### config.mk
export PLATFORM = sky130hd
export DESIGN_NAME = bus_info_block_crc_check_unit
export DESIGN_NICKNAME = d
export VERILOG_FILES = /design/src/rtl/bibcrc_pkg.sv /design/src/rtl/bus_info_block_crc_check_unit.sv
export SDC_FILE = /design/constraint.sdc
export NUM_CORES = 1
export LEC_CHECK = 0
export ABC_AREA = 1
export BUFFER_PORTS_ARGS = -buffer_cell sky130_fd_sc_hd__buf_4
export CORE_UTILIZATION = 55
export DETAILED_ROUTE_END_ITERATION = 8
export GPL_TIMING_DRIVEN = 0
export PLACE_DENSITY = 0.78
export SLEW_MARGIN = 5
export SYNTH_ARGS = -nofsm -noshare
export SYNTH_HDL_FRONTEND = slang
export SYNTH_SLANG_ARGS = --single-unit
export TNS_END_PERCENT = 20
### constraint.sdc
create_clock -name clk -period 9.67 [get_ports clk]
set_clock_uncertainty 0.1 [all_clocks]
set_input_delay 1.934 -clock clk [delete_from_list [all_inputs] [get_ports clk]]
set_output_delay 1.934 -clock clk [all_outputs]
set_load 0.01 [all_outputs]
### src/rtl/bibcrc_pkg.sv
package bibcrc_pkg;

  localparam int unsigned QuadletW  = 32;
  localparam int unsigned CrcW      = 16;
  localparam int unsigned PosW      = 3;
  localparam int unsigned OutDataW  = 144;

  localparam logic [PosW-1:0] BibQuadlets = 3'd5;
  localparam logic [7:0]      MaxCovered  = 8'd4;
  localparam logic [CrcW-1:0] PolyReset   = 16'h1021;

  localparam logic [PosW-1:0] PosHeader  = 3'd0;
  localparam logic [PosW-1:0] PosCap     = 3'd2;
  localparam logic [PosW-1:0] PosIdHigh  = 3'd3;
  localparam logic [PosW-1:0] PosIdLow   = 3'd4;

  localparam logic [2:0] StatusOk           = 3'd0;
  localparam logic [2:0] StatusMismatch     = 3'd1;
  localparam logic [2:0] StatusNotPresent   = 3'd2;
  localparam logic [2:0] StatusNotCheckable = 3'd3;
  localparam logic [2:0] StatusTooShort     = 3'd4;

  // first member at the top bits, check_status lands in the lowest bits
  typedef struct packed {
    logic [2:0]  pad;
    logic [63:0] unique_id;
    logic [2:0]  link_speed;
    logic [3:0]  generation_count;
    logic [1:0]  max_rom_code;
    logic [3:0]  max_record;
    logic [7:0]  clock_accuracy;
    logic [4:0]  capability_flags;
    logic [15:0] computed_crc;
    logic [15:0] stored_crc;
    logic [7:0]  covered_length;
    logic [7:0]  info_length;
    logic [2:0]  check_status;
  } result_t;

  // xor in one halfword, then 16 shifts with polynomial feedback
  function automatic logic [CrcW-1:0] crc_half(
    input logic [CrcW-1:0] crc,
    input logic [CrcW-1:0] half,
    input logic [CrcW-1:0] poly
  );
    logic [CrcW-1:0] c;
    c = crc ^ half;
    for (int i = 0; i < 16; i++) begin
      if (c[CrcW-1]) begin
        c = {c[CrcW-2:0], 1'b0} ^ poly;
      end else begin
        c = {c[CrcW-2:0], 1'b0};
      end
    end
    return c;
  endfunction

endpackage

### src/rtl/bus_info_block_crc_check_unit.sv
// Checks an IEEE 1212 bus-info block: quadlets come in one beat each on the
// in_ stream with tlast on the final one, and one result beat comes out per
// block, in the cycle after its last quadlet, carrying the CRC-16 status and
// the unpacked header, capability and unique-id fields. One quadlet is taken
// every cycle; the CRC update of both halfwords (32 feedback shifts) is
// combinational. The input stalls only while a finished result sits in the
// output register and out_tready is low. The user must write the polynomial
// via cfg_wr_en/cfg_wr_data only while no block is in progress (unenforced).
module bus_info_block_crc_check_unit (
  input  logic         clk,
  input  logic         rst_n,
  input  logic         cfg_wr_en,
  input  logic [15:0]  cfg_wr_data,
  input  logic         in_tvalid,
  output logic         in_tready,
  input  logic [31:0]  in_tdata,   // quadlet
  input  logic         in_tlast,   // last_word
  output logic         out_tvalid,
  input  logic         out_tready,
  // check_status, info_length, covered_length, stored_crc, computed_crc,
  // capability_flags, clock_accuracy, max_record, max_rom_code,
  // generation_count, link_speed, unique_id, zero pad
  output logic [143:0] out_tdata
);

  logic [15:0] poly_r;
  logic [2:0]  pos_r, pos_nxt;
  logic [31:0] header_r, header_nxt;
  logic [31:0] cap_r, cap_nxt;
  logic [31:0] idh_r, idh_nxt;
  logic [31:0] idl_r, idl_nxt;
  logic [15:0] crc_r, crc_nxt;
  logic        out_valid_r, out_valid_nxt;
  bibcrc_pkg::result_t res_r, res_nxt;

  logic        in_beat;
  logic        crc_en;
  logic [15:0] crc_upd;
  logic [7:0]  covered;

  assign in_tready  = !out_valid_r || out_tready;
  assign in_beat    = in_tvalid && in_tready;
  assign out_tvalid = out_valid_r;
  assign out_tdata  = res_r;

  assign crc_upd = bibcrc_pkg::crc_half(
                     bibcrc_pkg::crc_half(crc_r, in_tdata[31:16], poly_r),
                     in_tdata[15:0], poly_r);
  assign crc_en  = (pos_r != bibcrc_pkg::PosHeader) &&
                   ({5'd0, pos_r} <= header_r[23:16]);

  always_comb begin
    pos_nxt    = pos_r;
    header_nxt = header_r;
    cap_nxt    = cap_r;
    idh_nxt    = idh_r;
    idl_nxt    = idl_r;
    crc_nxt    = crc_r;
    if (pos_r < bibcrc_pkg::BibQuadlets) begin
      if (pos_r == bibcrc_pkg::PosHeader) header_nxt = in_tdata;
      if (pos_r == bibcrc_pkg::PosCap)    cap_nxt    = in_tdata;
      if (pos_r == bibcrc_pkg::PosIdHigh) idh_nxt    = in_tdata;
      if (pos_r == bibcrc_pkg::PosIdLow)  idl_nxt    = in_tdata;
      if (crc_en) crc_nxt = crc_upd;
      pos_nxt = pos_r + 3'd1;
    end
  end

  assign covered = header_nxt[23:16];

  always_comb begin
    res_nxt = '0;
    if (pos_nxt < bibcrc_pkg::BibQuadlets) begin
      res_nxt.check_status = bibcrc_pkg::StatusTooShort;
    end else begin
      if (covered == 8'd0) begin
        res_nxt.check_status = bibcrc_pkg::StatusNotPresent;
      end else if (covered > bibcrc_pkg::MaxCovered) begin
        res_nxt.check_status = bibcrc_pkg::StatusNotCheckable;
      end else begin
        res_nxt.computed_crc = crc_nxt;
        res_nxt.check_status = (crc_nxt == header_nxt[15:0]) ?
                               bibcrc_pkg::StatusOk : bibcrc_pkg::StatusMismatch;
      end
      res_nxt.info_length      = header_nxt[31:24];
      res_nxt.covered_length   = covered;
      res_nxt.stored_crc       = header_nxt[15:0];
      res_nxt.capability_flags = cap_nxt[31:27];
      res_nxt.clock_accuracy   = cap_nxt[23:16];
      res_nxt.max_record       = cap_nxt[15:12];
      res_nxt.max_rom_code     = cap_nxt[9:8];
      res_nxt.generation_count = cap_nxt[7:4];
      res_nxt.link_speed       = cap_nxt[2:0];
      res_nxt.unique_id        = {idh_nxt, idl_nxt};
    end
  end

  always_comb begin
    out_valid_nxt = out_valid_r;
    if (out_tready) out_valid_nxt = 1'b0;
    if (in_beat && in_tlast) out_valid_nxt = 1'b1;
  end

  always_ff @(posedge clk) begin
    if (!rst_n) begin
      poly_r      <= bibcrc_pkg::PolyReset;
      pos_r       <= '0;
      header_r    <= '0;
      cap_r       <= '0;
      idh_r       <= '0;
      idl_r       <= '0;
      crc_r       <= '0;
      out_valid_r <= 1'b0;
    end else begin
      if (cfg_wr_en) poly_r <= cfg_wr_data;
      out_valid_r <= out_valid_nxt;
      if (in_beat) begin
        header_r <= header_nxt;
        cap_r    <= cap_nxt;
        idh_r    <= idh_nxt;
        idl_r    <= idl_nxt;
        if (in_tlast) begin
          pos_r <= '0;
          crc_r <= '0;
        end else begin
          pos_r <= pos_nxt;
          crc_r <= crc_nxt;
        end
      end
    end
  end

  always_ff @(posedge clk) begin
    if (in_beat && in_tlast) res_r <= res_nxt;
  end

endmodule
==> results_dict.tcl <==
set metrics [dict create \
    endpoint_kind "flip-flop" \
    crit_fanout 8 \
    synth.area.top_cells "edfxtp_1, dfxtp_1, nand2_1, xnor2_1, nor2_1" \
    syn-cell-area_sq_um 21540 \
    reg2reg_from "poly_r[15]$_SDFFE_PN0P_" \
    grt_setup_unrepaired "yes" \
    use_met2_pct 55.30 \
    placed_area_sq_um 24050 \
    hpwl_um 52710 \
    reg2reg_slack_ns -1.10 \
    syn_inst 3106 \
    die-area_sq_um 39950 \
    h-tree-depth 1 \
    cp_common_cell "nand2_4" \
    synth-seq-cells 299 \
    postLayoutCoreUtil_pct 71.47 \
    grt_usage_pct 35.42 \
    coreArea_sq_um 38650 \
    status "complete, but fails checks" \
    ys_top_cells_by_count "nand2_1, nor2_1, inv_1, xnor2_1, nand3_1" \
    reg2reg_depth 97 \
    synth_edf_count 141 \
    drcViolationCount 0 \
    cts_buffer_depth 3 \
    synthMostInstantiatedCell "nand2_1" \
    required_ns 9.89 \
    finalSetupViolCount 33 \
    numCtsBuffers 30 \
    drtIter0Drc 2164 \
    dp_slack_ns -2.633 \
    setup_slack_ns -1.788 \
    ys_seq_area_share_pct 34.35 \
    cpPeakStageDelay_ns 0.23 \
    cp_slowest_cell "xor2_1" \
    fin_crit_sh_pct 118.5 \
    rows 72 \
    holdPathStages 2 \
    final_hold_viol_count 0 \
    grt_first_pass_wirelength_um 109400 \
    grt-busiest-layer "met2" \
    wl_um 73980 \
    cap_violations 0 \
    yosys.area.top_type "edfxtp_1" \
    final_nets 3496 \
    viasPerCell 5.578 \
    io_pins 200 \
    slew_headroom_pct 32.02 \
    yosys_warnings 0 \
    tritoncts "yes" \
    gr-usage-met1_pct 46.00 \
    arrival_ns 11.68 \
    finalInstanceArea_sq_um 27620 \
    dr_total_vias 22190 \
    drt_pre_antenna_iters 6 \
    whs_ns 0.3862 \
    use_met3_pct 6.149 \
    yosys.area.top_type_share_pct 19.66 \
    worstSkewPairLatency_ns 0.60 \
    timing.fmax_mhz 87.28 \
    antenna_found_initial 0 \
    start_kind "primary input" \
    min_period_ns 11.46 \
    ys.flop_type "dfxtp_1" \
    gr-total-overflow 0 \
    grt_max_degree 38 \
    worst_pin_slew_ns 1.013 \
    timing.rr.end "out_tdata[0]$_SDFFCE_PP0P_" \
    ant_nets 0 \
    min_path_type "flip-flop to flip-flop" \
    syn_area_per_cell_sq_um 6.934 \
    syn2layout_area_growth_pct 28.25 \
    grt_pass1_vias 20245 \
    wl_per_cell_um 18.60 \
    async_reset_ff_share_pct 0 \
    ys_types 41 \
    die_y_um 199.9 \
    hold_path_end "crc_r[14]$_SDFFE_PN0P_" \
    drive_gt1_share_pct 24.49 \
    crit_type "primary input to flip-flop" \
    slew_viol_final 0 \
    hp-start "crc_r[14]$_SDFFE_PN0P_" \
    cts_sinks 299 \
    cts-root-buf "clkbuf_16" \
    initial_core_util_pct 55.73 \
    chipWidth_um 199.9 \
    gp_congestion 0.9539 \
    portBuffers 195 \
    violations "negative setup slack" \
    clk_pin_slew_worst_paths_ns 0.07 \
]
## per-stage QoR
stage	TNS (ns)	std cells
after floorplan	-6.533	3108
after global placement	-302.63	3821
after detailed placement	-70.58	3825
after CTS	-31.74	3957
after global routing	-65.74	3977
final	-44.02	3978
## critical path, delay by kind of cell
family / cells / cell delay (ns)
XOR/XNOR: 4 / 0.82
AO/OA/AOI/OAI: 2 / 0.18
AND/OR/NAND/NOR: 75 / 6.91
buffers and inverters: 17 / 1.82
## state kept, by name (all words and copies together) (netlist names)
signal	flops
cap_r	26
crc_r	16
header_r	32
idh_r	32
idl_r	32
out_tdata	141
out_tvalid	1
poly_r	16
pos_r	3
## routing by layer
layer  part of all wire (%)  up-vias
met5                      0        -
met4                    6.5        0
li1                       -    10483
met3                    9.2      243
met1                     39    10440
met2                     45     1024
## layout by cell type, fill, tap and decap left out, types with 10 or more instances in the layout
cell	instances
buf_4	277
inv_2	34
nand3_1	147
o21ai_0	110
nand2_2	122
xor2_2	14
nand4_1	14
nand2_4	51
buf_6	37
nand3_4	24
o21ai_1	10
inv_1	253
buf_1	23
nor2_1	358
nand3_2	61
buf_2	24
xnor2_1	200
mux2i_1	37
edfxtp_1	141
or2_2	16
clkbuf_16	30
nor2_2	24
nor2_4	29
clkbuf_1	108
o211ai_1	65
xnor2_2	26
nand2_1	692
nand2_8	15
dfxtp_1	158
a21oi_1	160
xor2_1	102
## cells by family (layout without fill, tap and decap cells)
logic type | count (synthesis) | count (layout) | synth area share, %
simple gates | 1567 | 1568 | 30.87
buf+inv | 493 | 843 | 9.394
compound gates | 358 | 358 | 9.115
xor+xnor | 344 | 344 | 14.13
flops | 299 | 299 | 34.35
mux | 37 | 37 | 1.720
fa+ha+maj | 7 | 7 | 0.4067
other cells | 1 | 4 | 0.01741
## final cells by class
class                   count  area [sq um]
fillers                  3023         11030
well taps                 518         648.1
multi-input cells        2317         13930
clock buffers              36         793.3
diodes                      1         2.502
flip-flops and latches    299          7397
inverters                 303          1204
plain buffers             188         984.7
repair buffers            296          2414
clock inverters            20         246.5
## worst max-delay path by stage
stage                            start                          to  slack, ns  cells after the start
final                     in_tdata[31]  out_tdata[0]$_SDFFCE_PP0P_      -1.79                     98
after global routing      in_tdata[31]  out_tdata[0]$_SDFFCE_PP0P_      -2.47                    103
after CTS                 in_tdata[31]  out_tdata[0]$_SDFFCE_PP0P_      -1.39                    106
after detailed placement  in_tdata[30]  out_tdata[0]$_SDFFCE_PP0P_      -2.63                    102
after global placement    in_tdata[30]  out_tdata[0]$_SDFFCE_PP0P_      -2.25                    101
after floorplan           in_tdata[31]  out_tdata[0]$_SDFFCE_PP0P_      -0.59                    100
## what timing repair did
action                                 in CTS  in global routing
pin swaps                                  94                158
gates resized for setup                   163                277
buffers inserted                           69                 22
endpoints found under the hold margin       0                  0
setup endpoints to repair                  33                 33
gates cloned                                7                  0
hold buffers                                0                  0
Power is left out: the tool's default activity adds up to more than one toggle a clock period on the data nets, which glitch-free logic cannot reach.
